**config.mk**
```make
export PLATFORM = sky130hd
export DESIGN_NAME = aph_ram
export DESIGN_NICKNAME = d
export VERILOG_FILES = /design/src/sv/aph_ram.sv
export SDC_FILE = /design/constraint.sdc
export NUM_CORES = 2
export LEC_CHECK = 0
export BUFFER_PORTS_ARGS = -buffer_cell sky130_fd_sc_hd__buf_4
export CORE_MARGIN = 10
export CORE_UTILIZATION = 63
export DETAILED_ROUTE_END_ITERATION = 8
export PLACE_DENSITY = 0.82
export REMOVE_ABC_BUFFERS = 1
export SYNTH_ARGS = -nofsm -noshare
export SYNTH_HDL_FRONTEND = slang
export SYNTH_SLANG_ARGS = --single-unit
```
**constraint.sdc**
```tcl
create_clock -name clk_i -period 5.7 [get_ports clk_i]
set_input_delay 1.14 -clock clk_i [delete_from_list [all_inputs] [get_ports clk_i]]
set_output_delay 1.14 -clock clk_i [all_outputs]
set_load 0.01 [all_outputs]
```
**src/sv/aph_ram.sv**
```systemverilog
// Generic single-write, single-read synchronous RAM with registered read.
// Read data holds while no read is issued. No dependencies.
module aph_ram #(
  parameter int WIDTH = 32,
  parameter int DEPTH = 64
) (
  input  logic                     clk_i,
  input  logic                     we_i,
  input  logic [$clog2(DEPTH)-1:0] waddr_i,
  input  logic [WIDTH-1:0]         wdata_i,
  input  logic                     re_i,
  input  logic [$clog2(DEPTH)-1:0] raddr_i,
  output logic [WIDTH-1:0]         rdata_o
);

  logic [WIDTH-1:0] mem_q [DEPTH];
  logic [WIDTH-1:0] rdata_q;

  always_ff @(posedge clk_i) begin
    if (we_i) begin
      mem_q[waddr_i] <= wdata_i;
    end
    if (re_i) begin
      rdata_q <= mem_q[raddr_i];
    end
  end

  assign rdata_o = rdata_q;

endmodule

```
==> results.md <==
* Worst Setup Slack, final at 1.65 ns
* Worst setup SP type: primary input
* Critical R2R Launch: mem_q[32][1]
* Syn. warnings at 0
* Layout cell share with drive strength beyond 1 at 29.9%
* Tightest Pin Transition at 1.21 ns
* Synth area leader: edfxtp_1
* GR Layer Usage met1 at 39.8%
* GPL Wtd Cong at 0.872
* Seq/Total Area, Yosys at 79.2%
* Worst-Skew Late Latency at 0.84 ns
* FFs w/ async S/R, synth at 0%
* Cells after DPL at 5,002
* Pleak at 27.7 nW
* Initial detailed-routing violation count at 7,032
* Hold Path End: mem_q[42][1]
* CTS Root Cell: clkbuf_16
* Fillcell total at 6,491
* Overall Global Routing Usage at 32.0%
* Postcts setup bufs at 0
* Layout area overhead at 12.5%
* Worst Skew at 0.0385 ns
* Register bit count reported by yosys at 2,080
* Initial antenna violation count at 17
* GRT overflow at 0
* Pre-Repair DR Iteration Count at 8
* Final Hold Viols at 0
* GRT busiest layer: met2
* Die ar. at 140,000 sq um
* Fmax at 247 MHz
* Worst EP required at 6.25 ns
* Unrepaired setup endpoints after global routing: false
* Vias post-DR at 40,000
* FP Rows at 129
* Hold Buf Count CTS at 0
* VDD IR max at 0.000404 V
* DR DRC count at 0
* Clock buffer depth at 3
* Critical Path End Type: flop
* Die width at 374 um
* # Max-Cap Violations at 0
* Clock-pin slew on the worst setup and hold paths at 0.06 ns
* Met3 Use GR at 9.42%
* Clock sink count at 2,080
* Initial core utilization at 63.6%
* Mapped Area at 78,800 sq um
* Setup WS pre-CTS at 0.889 ns
* First-pass GRT wire length at 313,000 um
* Hold Path Class: in2reg
* CTS resizes at 0
* TritonCTS clock tree: yes
* Antenna-violating nets left at 0
* Final setup viols at 0
* Drt via density at 7.45
* CP Class: in2reg
* Synth cell count leaders: edfxtp_1 (2,080), mux4_2 (544), nor2_1 (137)
* Status: finished clean
* Ys flop type: edfxtp_1
* Hold depth at 1
* Die H at 374 um
* Most common cell in the netlist: edfxtp_1
* Setup_tns at 0 ns
* Distinct cells, synth at 33
* Wire per inst at 41.4 um
* Reg2reg path depth at 5
* Cell Pwr Density at 360 nW/um^2
* Met2 Use GR at 51.0%
* Worst reg2reg endpoint: rdata_o[1]
* Synth top area share at 79.2%
* Core area at 124,000 sq um
* Post-DP HPWL at 115,000 um
* EDFF count, synth at 2,080
* Finished Layout Cells at 5,368
* Syn avg cell area at 23.7 sq um
* CP Max Fanout at 69
* CTS buffer count at 191
* Fin crit share at 71.1%
* Routed Wire Length at 222,000 um
* Hold_sp: wdata_i[1]
* IO Port Bufs at 78
* Mapped Cells at 3,324
* Rel. slew slack at 18.9%
* Vias in the first global route at 40,700
* Nets at 3,605
* H-tree depth at 4
* IO Count at 79
* Total power at 31.9 mW
* Slew Limit Fails at 0
* FF-to-FF setup slack at 2.96 ns
* Synth top area cells: edfxtp_1 (79%), mux4_2 (16%), mux2i_1 (1.2%), o22ai_1 (0.67%), nor2_1 (0.65%)
* Min cycle time layout at 4.05 ns
* Worst Path Arrival at 4.60 ns
* Largest net degree at the start of global routing at 70
==> state kept, by name, indices dropped and copies added, names as in the netlist <==
signal	cells
mem_q	2048
rdata_o	32
==> logic make-up (layout without fill, tap and decap cells) <==
logic type,Yosys count,count (layout),synth area share (%)
flops,2080,2080,79.2
mux,637,637,16.7
simple gates,223,223,1.26
compound gates,202,202,1.67
buf+inv,182,580,1.12
other cells,0,9,0
==> per-stage QoR <==
| stage | area (sq um) | hold WS (ns) | utilization [%] |
|---|---|---|---|
| 6_report | 88700 | 0.877 | 71.6 |
| 5_1_grt | 88700 | 0.895 | 71.5 |
| 4_1_cts | 88700 | 0.845 | 71.5 |
| 3_5_place_dp | 82300 | 0.922 | 66.4 |
| 3_3_place_gp | 82300 | 0.861 | 66.4 |
| 2_1_floorplan | 77900 | 0.750 | - |
==> report_power, final <==
part           switching, mW  total, mW  internal, mW
Clock                   5.72       13.2          7.46
Sequential            0.0799       17.0          17.0
Combinational           1.10       1.68         0.583
==> worst max-delay path, stage by stage <==
cell     delay, ns
buf_8         0.57
buf_4         0.48
buf_4         0.43
mux4_2        0.42
mux4_2        0.55
o22ai_1       0.81
nor2_1        0.11
==> routing by layer <==
layer	share of wire, %	up-vias
met5	0.037	-
met4	6.6	12
met3	14	803
met2	48	3759
met1	31	20600
li1	-	14800
==> how the worst max path moves through the flow <==
stage                    to  slack [ns]       start
2_1_floorplan  mem_q[48][0]        1.55        we_i
3_3_place_gp     rdata_o[2]        0.99  raddr_i[1]
3_5_place_dp     rdata_o[2]        0.89  raddr_i[1]
4_1_cts          rdata_o[2]        1.79  raddr_i[1]
5_1_grt          rdata_o[2]        1.64  raddr_i[1]
6_report         rdata_o[2]        1.65  raddr_i[1]
==> layout make-up <==
cell class              instances  area (sq um)  area share (%)
multi-input cells            1062         16000            18.0
repair buffers                223          1830            2.07
well taps                    1637          2050            2.31
clock buffers                 229          5010            5.65
diodes                          9          22.5          0.0254
clock inverters               128          1360            1.53
flip-flops and latches       2080         62500            70.4
==> layout by cell type (no fill, tap or decap), drive strengths merged, types with 26 or more instances in the layout <==
| master | n |
|---|---|
| edfxtp | 2080 |
| clkbuf | 229 |
| nand2 | 26 |
| clkinv | 88 |
| o22ai | 84 |
| a21oi | 62 |
| mux2i | 93 |
| bufinv | 26 |
| buf | 223 |
| nor2 | 137 |
| mux4 | 544 |
| o221ai | 27 |
Power figures use the tool's default switching activity.
