--- src/sv/aph_pkg.sv ---
// Shared types and constants for the angular pair histogram unit.
// No dependencies; imported by aph_dot, the top level and the testbench.
package aph_pkg;

  localparam int MAX_BINS = 64;
  localparam int BIN_W    = $clog2(MAX_BINS);
  localparam int CFG_W    = 7;
  localparam int COORD_W  = 32;
  localparam int EDGE_W   = 32;
  localparam int CNT_W    = 48;
  localparam int PROD_W   = 2 * COORD_W;
  localparam int ACC_W    = PROD_W + 2;
  localparam int Q_SHIFT  = 30;
  localparam int V_W      = ACC_W - Q_SHIFT;

  localparam logic [CNT_W-1:0] CNT_MAX = {CNT_W{1'b1}};
  localparam logic [CFG_W-1:0] MIN_BINS = CFG_W'(2);

  typedef enum logic [1:0] {
    KIND_LOAD  = 2'd0,
    KIND_PAIR  = 2'd1,
    KIND_READ  = 2'd2,
    KIND_CLEAR = 2'd3
  } kind_e;

  typedef enum logic [2:0] {
    ST_IDLE,
    ST_RD_WAIT,
    ST_DOT,
    ST_TOP,
    ST_SCAN,
    ST_CNT_RD,
    ST_CNT_WR
  } state_e;

  typedef struct packed {
    kind_e                     kind;
    logic [BIN_W-1:0]          bin_index;
    logic signed [EDGE_W-1:0]  edge_value;
    logic signed [COORD_W-1:0] ax;
    logic signed [COORD_W-1:0] ay;
    logic signed [COORD_W-1:0] az;
    logic signed [COORD_W-1:0] bx;
    logic signed [COORD_W-1:0] by;
    logic signed [COORD_W-1:0] bz;
  } pair_req_t;

  typedef struct packed {
    logic [BIN_W-1:0] read_bin;
    logic [CNT_W-1:0] pair_total;
  } pair_res_t;

  typedef struct packed {
    logic             done;
    logic [V_W-1:0]   v;
  } dot_stat_t;

endpackage

--- src/sv/aph_dot.sv ---
// Dot product unit: one shared 32x32 multiplier for all three products and a
// 66-bit accumulator; result floor-shifted by Q_SHIFT. Depends on aph_pkg.
module aph_dot import aph_pkg::*; (
  input  logic      clk_i,
  input  logic      rst_ni,
  input  logic      start_i,
  input  pair_req_t req_i,
  output dot_stat_t stat_o
);

  logic signed [COORD_W-1:0] a_q [3];
  logic signed [COORD_W-1:0] b_q [3];
  logic signed [PROD_W-1:0]  prod_q;
  logic signed [ACC_W-1:0]   acc_q;
  logic signed [PROD_W-1:0]  mul;
  logic [1:0]                step_q;
  logic                      run_q;

  assign mul = (step_q == 2'd3) ? $signed(PROD_W'(0)) : a_q[step_q] * b_q[step_q];

  always_ff @(posedge clk_i or negedge rst_ni) begin
    if (!rst_ni) begin
      run_q  <= 1'b0;
      step_q <= '0;
    end else if (start_i) begin
      run_q  <= 1'b1;
      step_q <= '0;
    end else if (run_q) begin
      step_q <= step_q + 2'd1;
      if (step_q == 2'd3) begin
        run_q <= 1'b0;
      end
    end
  end

  always_ff @(posedge clk_i) begin
    if (start_i) begin
      a_q[0] <= req_i.ax;
      a_q[1] <= req_i.ay;
      a_q[2] <= req_i.az;
      b_q[0] <= req_i.bx;
      b_q[1] <= req_i.by;
      b_q[2] <= req_i.bz;
      acc_q  <= '0;
    end else if (run_q) begin
      prod_q <= mul;
      if (step_q != 2'd0) begin
        acc_q <= acc_q + {{(ACC_W-PROD_W){prod_q[PROD_W-1]}}, prod_q};
      end
    end
  end

  assign stat_o.done = run_q && (step_q == 2'd3);
  assign stat_o.v    = acc_q[ACC_W-1:Q_SHIFT];

endmodule

--- config.mk ---
export PLATFORM = sky130hd
export DESIGN_NAME = aph_dot
export DESIGN_NICKNAME = d
export VERILOG_FILES = /design/src/sv/aph_pkg.sv /design/src/sv/aph_dot.sv
export SDC_FILE = /design/constraint.sdc
export NUM_CORES = 2
export LEC_CHECK = 0
export BUFFER_PORTS_ARGS = -buffer_cell sky130_fd_sc_hd__buf_2
export CORE_UTILIZATION = 25
export CTS_CLUSTER_SIZE = 12
export DETAILED_ROUTE_END_ITERATION = 10
export PLACE_DENSITY = 0.46
export SETUP_SLACK_MARGIN = 0.5
export SLEW_MARGIN = 15
export SYNTH_ARGS = -nofsm -noshare
export SYNTH_HDL_FRONTEND = slang
export SYNTH_SLANG_ARGS = --single-unit
--- constraint.sdc ---
create_clock -name clk_i -period 8.6 [get_ports clk_i]
set_input_delay 1.72 -clock clk_i [delete_from_list [all_inputs] [get_ports clk_i]]
set_output_delay 1.72 -clock clk_i [all_outputs]
set_load 0.03 [all_outputs]
==> metrics.txt <==
post-synthesis cell count=5298; die area=205200 um^2; total grt overflow=0; vias=around 39000; Initial Util=0.2516; first-pass GRT wire length=259.3 mm; #FFs+latches synth=325; # port buffers=231; Clock Sinks=between 300 and 400; Iteration-0 DRC Markers=2111; Hold Startpoint=acc_q[10]$_SDFFE_PP0P_; sequential share of the synthesized area=0.1786; Clock transition at path regs=0.06 ns; number of flops mapped to enable cells by yosys=256; most common library cell in the layout ignoring fill and taps=fa_1; chip width=~450 um; maxcap violations=0; register area=9091 um^2; fin crit share=1.008; Synth Area in Adders=0.4880; Top FF cell, synth=edfxtp_1; Post-Syn Area=a little over 50000 um^2; Boundary Pins=272; CTS tree=done; Site Rows=165; Post-DP HPWL=146.0 mm; final worst setup slack=-0.06695 ns; vias in the first global route=41590; Finished Cell Area=64230 um^2; Worst path max stage delay=around 0.6 ns; commonest non-fill, non-tap cells in the layout=fa_1, inv_1, nand2_1, nor2_1, buf_4; layout cells sized above 1=0.2211; flop2flop setup slack=-0.07 ns; Yosys warning count=0; Final Non-Filler Cells=8750; routability congestion estimate=0.9282; Critical R2R Launch=step_q[0]$_DFFE_PN0P_; min cycle time layout=8.667 ns; DR WL/cell=19.54 um; slowest stage cell on the critical path=fa_2; nets@finish=7618; Hold Path End=acc_q[10]$_SDFFE_PP0P_; synth unique cells=90; arrival time worst endpoint=9.14 ns; Final Hold Fails=0; worst rel slew slack=0.2755; final core utilization=0.3178; mux contribution to synthesized area=0.01358; Worst R2R End=prod_q[48]$_SDFFCE_PP0P_; DRT antenna net count=0; initial antenna violation count=4; Clock Latency Late Sink=0.67 ns; Crit Path Category=reg -> reg; clk root buf=clkbuf_16; Die Span Y=453.0 um; DRT Pass-1 Iters=5; H-tree Lvls=2; fmax=115.4 MHz; RSZ-0062 raised after global routing=yes; Inserted Diodes=0; XOR/XNOR Fraction of Synth Area=0.02067; Worst-Margin Slew=1.087 ns; compound-cell area share of the yosys netlist=0.07361; Setup violations, final=7; Post-Synth Simple-Gate Area=0.1254; Avg Cell Area, Syn=9.600 um^2; status=finished, violations left; failing checks=negative setup slack; Placed Cells=8631; Setup crit start kind=flip-flop; asr flop ratio synth=0.009231; total track usage=0.1676; Syn-to-layout area delta=26.30%; Syn Nets=about 7000; Num CTS Buffers=40; Hold Crit Class=reg -> reg; critical path data required time=9.07 ns; crit-path most repeated cell=fa_1; total detailed-routing wirelength=roughly 170 mm; skew final=~0.064 ns; Max Slew Vio Count=0; crit-path max FO=10; main combinational cell family by area after synthesis=adder cells; multi-input logic area=38060 um^2; CTS Hold Bufs=0; fill count=20910; # DRC=0; DP Area=61170 um^2; Worst Reg-to-Reg Cells=31; drt via density=between 4 and 5; worst hold path stage count=2; largest net degree at the start of global routing=between 80 and 90; Setup crit end kind=flip-flop; CTS max path bufs=3; Core ar.=202100 um^2
## worst max path at each step
| stage | startpoint | endpoint | slack, ns | cells past startpoint |
|---|---|---|---|---|
| 3_3_place_gp | step_q[0]$_DFFE_PN0P_ | prod_q[47]$_SDFFCE_PP0P_ | -0.69 | 35 |
| 2_1_floorplan | step_q[0]$_DFFE_PN0P_ | prod_q[61]$_SDFFCE_PP0P_ | 0.50 | 32 |
| 3_5_place_dp | step_q[0]$_DFFE_PN0P_ | prod_q[47]$_SDFFCE_PP0P_ | -0.69 | 35 |
| 4_1_cts | step_q[0]$_DFFE_PN0P_ | prod_q[61]$_SDFFCE_PP0P_ | -0.16 | 35 |
| 6_report | step_q[0]$_DFFE_PN0P_ | prod_q[48]$_SDFFCE_PP0P_ | -0.07 | 31 |
| 5_1_grt | step_q[0]$_DFFE_PN0P_ | prod_q[61]$_SDFFCE_PP0P_ | -0.43 | 35 |
## sequential cells by signal, indices dropped and copies added, names as in the netlist
signal	count
acc_q	66
b_q	96
a_q	96
step_q	2
prod_q	64
run_q	1
## cell families after synthesis
family | after synthesis
mux | 69
flops | 325
fa+ha+maj | 1334
simple gates | 1556
buf+inv | 1309
xor+xnor | 120
compound gates | 585
## per-layer routing
layer / vias up / GRT usage / share of wire
met5: - / 0 / 0.00023
met1: 19710 / 0.2347 / 0.46
met4: 6 / 0.04322 / 0.029
li1: 17710 / - / -
met2: 1099 / 0.2676 / 0.45
met3: 183 / 0.02650 / 0.063
## stage by stage
stage          setup slack, ns  hold slack, ns  TNS (ns)
3_5_place_dp           -0.6889          0.4494    -11.14
5_1_grt                -0.4300          0.4758    -6.347
3_3_place_gp           -0.6938          0.4423    -11.22
2_1_floorplan           0.4982          0.4356         0
4_1_cts                -0.1555          0.4574   -0.7410
6_report              -0.06695          0.4544   -0.1971
## synthesized netlist by cell type (all sizes together) (20+ instances only)
cell       n  share of area
and3      25         0.0032
edfxtp   256           0.15
a21o      73          0.011
fa      1083           0.43
inv     1023          0.076
ha       251          0.062
dfxtp     66          0.026
nand3     35         0.0034
nor3      34         0.0034
nand2    670          0.049
nand2b    28         0.0034
o21a      65         0.0096
clkbuf   211          0.016
buf       75         0.0090
a211oi    20         0.0031
a21oi    186          0.018
xor2      46         0.0079
mux2i     69          0.014
xnor2     74          0.013
o21ai    127          0.013
nor2     661          0.049
## critical path: cells and delay by family (launching register included)
kind,cells,cell delay (ns)
muxes,1,0.15
buffers and inverters,8,1.13
AOI/OAI and AO/OA,9,1.83
adders and majority gates,9,4.40
and+or+nand+nor,4,0.38
DFF,1,0.60
## what timing repair did
action / 4_1_cts / 5_1_grt
resized for setup: 182 / 116
pin swaps: 65 / 49
cloned: 0 / 3
buffers inserted: 29 / 16
endpoints found under the setup margin: 39 / 40
## area by class of cell
| cell class | instances | share of cell area |
|---|---|---|
| Clock buffer | 48 | 0.01621 |
| Clock inverter | 23 | 0.003662 |
| Inverter | 1023 | 0.05988 |
| Multi-Input combinational cell | 3664 | 0.5925 |
| Sequential cell | 325 | 0.1415 |
| Tap cell | 2672 | 0.05205 |
| Timing Repair Buffer | 995 | 0.1342 |
Power is left out: the tool's default activity adds up to more than one toggle a clock period on the data nets, which glitch-free logic cannot reach.
